## config.mk

```make
export PLATFORM = sky130hd
export DESIGN_NAME = beg_muldiv
export DESIGN_NICKNAME = d
export VERILOG_FILES = /design/src/design/beg_pkg.sv /design/src/design/beg_muldiv.sv
export SDC_FILE = /design/constraint.sdc
export NUM_CORES = 2
export LEC_CHECK = 0
export ABC_AREA = 1
export BUFFER_PORTS_ARGS = -buffer_cell sky130_fd_sc_hd__buf_2
export CAP_MARGIN = 5
export CORE_ASPECT_RATIO = 0.8
export CORE_MARGIN = 2
export CORE_UTILIZATION = 45
export DETAILED_ROUTE_END_ITERATION = 8
export PLACE_DENSITY = 0.62
export SLEW_MARGIN = 0
export SYNTH_ARGS = -nofsm -noshare
export SYNTH_HDL_FRONTEND = slang
export SYNTH_SLANG_ARGS = --single-unit
```

## constraint.sdc

```tcl
create_clock -name i_clk -period 9.4 [get_ports i_clk]
set_input_delay 2.82 -clock i_clk [delete_from_list [all_inputs] [get_ports i_clk]]
set_output_delay 2.82 -clock i_clk [all_outputs]
set_load 0.03 [all_outputs]
```

## src/design/beg_pkg.sv

```systemverilog
`timescale 1ns / 1ps

package beg_pkg;

    localparam int MAX_POINTS = 16;
    localparam int PTR_W      = 4;
    localparam int VAL_W      = 32;
    localparam int TIME_W     = 32;
    localparam int OP_W       = 2;
    localparam int CFG_IDX_W  = 1;
    localparam int CFG_W      = 32;
    localparam int NPTS_W     = 5;
    localparam int DIV_STEPS  = 64;
    localparam int DCNT_W     = 6;

    localparam logic signed [VAL_W-1:0] VMAX = {1'b0, {(VAL_W-1){1'b1}}};
    localparam logic signed [VAL_W-1:0] VMIN = {1'b1, {(VAL_W-1){1'b0}}};
    localparam logic [TIME_W-1:0] TIME_MAX   = {TIME_W{1'b1}};
    localparam logic [TIME_W-1:0] STEP_RESET = 32'h0001_0000;
    localparam logic [NPTS_W-1:0] NPTS_RESET = 5'd1;

    localparam logic [CFG_IDX_W-1:0] CFG_TIME_STEP = 1'b0;
    localparam logic [CFG_IDX_W-1:0] CFG_POINTS    = 1'b1;

    typedef enum logic [OP_W-1:0] {
        OP_LOAD    = 2'd0,
        OP_RESTART = 2'd1,
        OP_TICK    = 2'd2,
        OP_NONE    = 2'd3
    } t_op;

    typedef enum logic [3:0] {
        S_IDLE,
        S_TICK,
        S_CHK_FIRST,
        S_CHK_LAST,
        S_SCAN,
        S_PREP,
        S_LVL_GO,
        S_LVL_WAIT,
        S_SLP_GO,
        S_SLP_WAIT,
        S_DONE
    } t_state;

    typedef enum logic {
        DV_IDLE,
        DV_RUN
    } t_div_state;

    typedef struct packed {
        logic              start;
        logic [VAL_W-1:0]  a;
        logic [TIME_W-1:0] b;
        logic [TIME_W-1:0] d;
    } t_div_req;

    typedef struct packed {
        logic              done;
        logic              sat;
        logic [VAL_W-1:0]  q;
    } t_div_res;

    function automatic logic signed [VAL_W-1:0] clamp_val(input logic signed [VAL_W:0] x);
        logic signed [VAL_W-1:0] res;
        if (x[VAL_W] != x[VAL_W-1]) begin
            res = x[VAL_W] ? VMIN : VMAX;
        end else begin
            res = x[VAL_W-1:0];
        end
        return res;
    endfunction

    // apply the sign to a magnitude quotient, saturating at the value range
    function automatic logic signed [VAL_W-1:0] signed_q(input logic neg, input logic sat,
                                                         input logic [VAL_W-1:0] q);
        logic signed [VAL_W-1:0] res;
        if (sat) begin
            res = neg ? VMIN : VMAX;
        end else if (neg) begin
            res = -$signed(q);
        end else begin
            res = $signed(q);
        end
        return res;
    endfunction

endpackage

```

## src/design/beg_muldiv.sv

```systemverilog
`timescale 1ns / 1ps

module beg_muldiv (
    input  logic              i_clk,
    input  logic              i_rst_n,
    input  beg_pkg::t_div_req i_req,
    output beg_pkg::t_div_res o_res
);

    beg_pkg::t_div_state r_state, n_state;

    logic [2*beg_pkg::VAL_W-1:0]  r_prod;
    logic [beg_pkg::TIME_W-1:0]   r_rem;
    logic [beg_pkg::TIME_W-1:0]   r_d;
    logic [beg_pkg::VAL_W-1:0]    r_q;
    logic                         r_over;
    logic [beg_pkg::DCNT_W-1:0]   r_cnt;
    logic                         r_done;

    logic [2*beg_pkg::VAL_W-1:0]  w_prod;
    logic [beg_pkg::TIME_W:0]     w_rem_sh;
    logic [beg_pkg::TIME_W:0]     w_diff;
    logic                         w_ge;
    logic                         w_last;

    assign w_prod   = i_req.a * i_req.b;
    assign w_rem_sh = {r_rem, r_prod[2*beg_pkg::VAL_W-1]};
    assign w_diff   = w_rem_sh - {1'b0, r_d};
    assign w_ge     = (w_rem_sh >= {1'b0, r_d});
    assign w_last   = (r_cnt == beg_pkg::DCNT_W'(beg_pkg::DIV_STEPS - 1));

    always_comb begin
        n_state = r_state;
        unique case (r_state)
            beg_pkg::DV_IDLE: begin
                if (i_req.start) n_state = beg_pkg::DV_RUN;
            end
            beg_pkg::DV_RUN: begin
                if (w_last) n_state = beg_pkg::DV_IDLE;
            end
            default: n_state = beg_pkg::DV_IDLE;
        endcase
    end

    always_ff @(posedge i_clk) begin
        if (!i_rst_n) begin
            r_state <= beg_pkg::DV_IDLE;
            r_done  <= 1'b0;
        end else begin
            r_state <= n_state;
            r_done  <= (r_state == beg_pkg::DV_RUN) && w_last;
        end
    end

    // one quotient bit per cycle; bits pushed out of the top make the result saturate
    always_ff @(posedge i_clk) begin
        if (r_state == beg_pkg::DV_IDLE) begin
            if (i_req.start) begin
                r_prod <= w_prod;
                r_d    <= i_req.d;
                r_rem  <= '0;
                r_q    <= '0;
                r_over <= 1'b0;
                r_cnt  <= '0;
            end
        end else begin
            r_rem  <= w_ge ? w_diff[beg_pkg::TIME_W-1:0] : w_rem_sh[beg_pkg::TIME_W-1:0];
            r_prod <= {r_prod[2*beg_pkg::VAL_W-2:0], 1'b0};
            r_q    <= {r_q[beg_pkg::VAL_W-2:0], w_ge};
            r_over <= r_over | r_q[beg_pkg::VAL_W-1];
            r_cnt  <= r_cnt + 1'b1;
        end
    end

    assign o_res.done = r_done;
    assign o_res.sat  = r_over | r_q[beg_pkg::VAL_W-1];
    assign o_res.q    = r_q;

endmodule

```

==> metrics <==
Reg2Reg Launch Point=r_rem[24]; CTS root buf=clkbuf_16; Core Region=98800 um2; die span in x=357 um; met3 GRT Util=3.00%; clk slew on worst S/H paths=80 ps; hold_buf cts=0; DP HPWL=107000 um; CP startpoint kind=input pin; Synth Area in XOR/XNOR=0.507%; largest family of logic cells by synthesized area=adder cells; met2 usage=39.2%; gp weighted congestion=0.918; RSZ-0062 raised after global routing=false; skew final=11.1 ps; Initial DRT Pass Iterations=6; detailed-route DRC error count=0; Total GRT Usage=24.9%; Crit path max-delay family=adder cells; outcome=finished clean; Port Buffers=132; Seq cells post-synth=169; diode count=0; first-pass GRT wire length=202000 um; Vias/cell=4.73; Fill cells=9731; Max Buffers Root-to-Sink=2; Slew @ Worst Pin=1140 ps; grt total ovfl=0; Crit path required time=9620 ps; hold endpoint=r_state; H-tree levels=4; I/O pin count=133; pins over their slew limit=0; setup bufs post-CTS=0; Vias=35800; sequential fraction of the synthesis area=11.2%; Synth Area in Simple Gates=20.1%; Detailed Route Iter0 Violations=2390; Final min period=9130 ps; Max stage delay on crit path=550 ps; wire per inst=16.2 um; Tcrit/Tclk final=97.1%; CTS resizes=0; Post-synth EDFFs=166; compound-gate portion of the synthesized area=2.24%; Adder-Cell Fraction of Synth Area=48.2%; largest net degree at the start of global routing=79; ANT nets after route=0; antenna violations before repair=4; Hold WS=469 ps; syn_nets=7303; hold path depth=1; clock sinks=169; Async SR Flop Fraction=0%; share of cells above drive strength 1=7.98%; mapped cell area=44900 um2; CTS tree=built; met1 Use GR=37.9%; Worst path slowest cell=fa_1; Rows=103; nets=7541; Vert. Die Dim=287 um; Num CTS Buffers=17; Final Hold Fails=0; crit path kind=input pin to flip-flop; reg2reg path depth=10; crit path DAT=9350 ps; Final Setup Violations=0; Setup crit end kind=flip-flop; Syn Area/Cell=7.48 um2; HP Class=flip-flop to flip-flop; worst skew pair latency=470 ps; Hold Crit Start=r_cnt[5]; post-synthesis mux area share=0%; synthesis-to-layout area growth=10.6%; area of the multi-input gates=31900 um2; Synth Flop Type=edfxtp_1; Die Area=102000 um2; FMAX=110 MHz; final core utilization=50.3%; vias in the first global route=37100; max cap viols=0; initial core utilization=45.5%; CP Max Fanout=13; Slew headroom=24.1%; setup slack, reg-to-reg=6250 ps; Top Usage Layer GRT=met2; count of cell types in the netlist=38; synthesized netlist cell count=6011; Worst R2R End=r_rem[23]; Synth Warn #=0; Worst Path Buf+Inv=6; FF+latch area=5050 um2; drt total wl=123000 um
## cell type report
cell class	instances	area share (%)
clock buffers	18	0.884
clock inverters	14	0.295
inverters	1895	14.3
multi-input cells	3727	64.2
flip-flops and latches	169	10.2
well taps	1312	3.30
repair buffers	439	6.79
## synthesized netlist by cell type (4+ instances only)
master | count | area share, %
nor2_2 | 6 | 0.084
o31ai_1 | 5 | 0.084
clkbuf_1 | 211 | 1.8
nand2_1 | 1924 | 16
nor2_1 | 232 | 1.9
xor2_1 | 17 | 0.33
ha_1 | 296 | 8.2
o21ai_1 | 14 | 0.16
buf_2 | 4 | 0.045
fa_1 | 897 | 40
a21oi_1 | 91 | 1.0
inv_1 | 1892 | 16
o21ai_0 | 55 | 0.61
xnor2_1 | 9 | 0.18
nand3_1 | 101 | 1.1
nand3b_1 | 13 | 0.22
nand2_2 | 6 | 0.084
o21bai_1 | 12 | 0.20
nand4_1 | 13 | 0.18
edfxtp_1 | 166 | 11
nor3_1 | 16 | 0.18
## how the worst max path moves through the flow
stage | start | end | depth (start not counted)
after global routing | i_req[41] | r_prod[62] | 29
after CTS | i_req[77] | r_prod[62] | 26
after floorplan | i_req[94] | r_prod[61] | 27
after global placement | i_req[43] | r_prod[62] | 27
final | i_req[50] | r_prod[55] | 25
after detailed placement | i_req[37] | r_prod[55] | 27
## placed cells by master (no fill, tap or decap), types with 91 or more instances in the layout
cell / count
nor2_1: 229
inv_1: 1891
buf_2: 119
fa_1: 897
a21oi_1: 91
edfxtp_1: 166
nand2_1: 1924
ha_1: 296
buf_4: 277
nand3_1: 101
## per-layer routing
layer	routed length (um)	up-vias
li1	-	17300
met1	58900	17500
met2	55200	958
met3	7350	101
met4	1340	2
met5	10	-
## sequential cells by signal (all words and copies together), names as in the netlist
name	count
r_prod	64
r_d	32
r_q	32
r_rem	32
r_cnt	6
r_done	1
r_over	1
r_state	1
## metrics by stage
stage | setup WS, ps | cells | TNS (ps) | instance area, um2
after floorplan | 538 | 6011 | 0 | 44900
after global placement | -213 | 7542 | -2560 | 49100
after detailed placement | -201 | 7542 | -3970 | 49100
after CTS | 276 | 7574 | 0 | 49700
after global routing | 4.12 | 7574 | 0 | 49700
final | 270 | 7574 | 0 | 49700
## logic make-up (layout without fill, tap and decap cells)
group                      count (synthesis)  count (layout)
AOI/OAI and AO/OA                        186             186
xor gates and xnor gates                  26              26
adders and majority gates               1193            1193
buffers and inverters                   2115            2366
DFF                                      169             169
and+or+nand+nor                         2322            2322
Power is left out: the tool's default activity adds up to more than one toggle a clock period on the data nets, which glitch-free logic cannot reach.
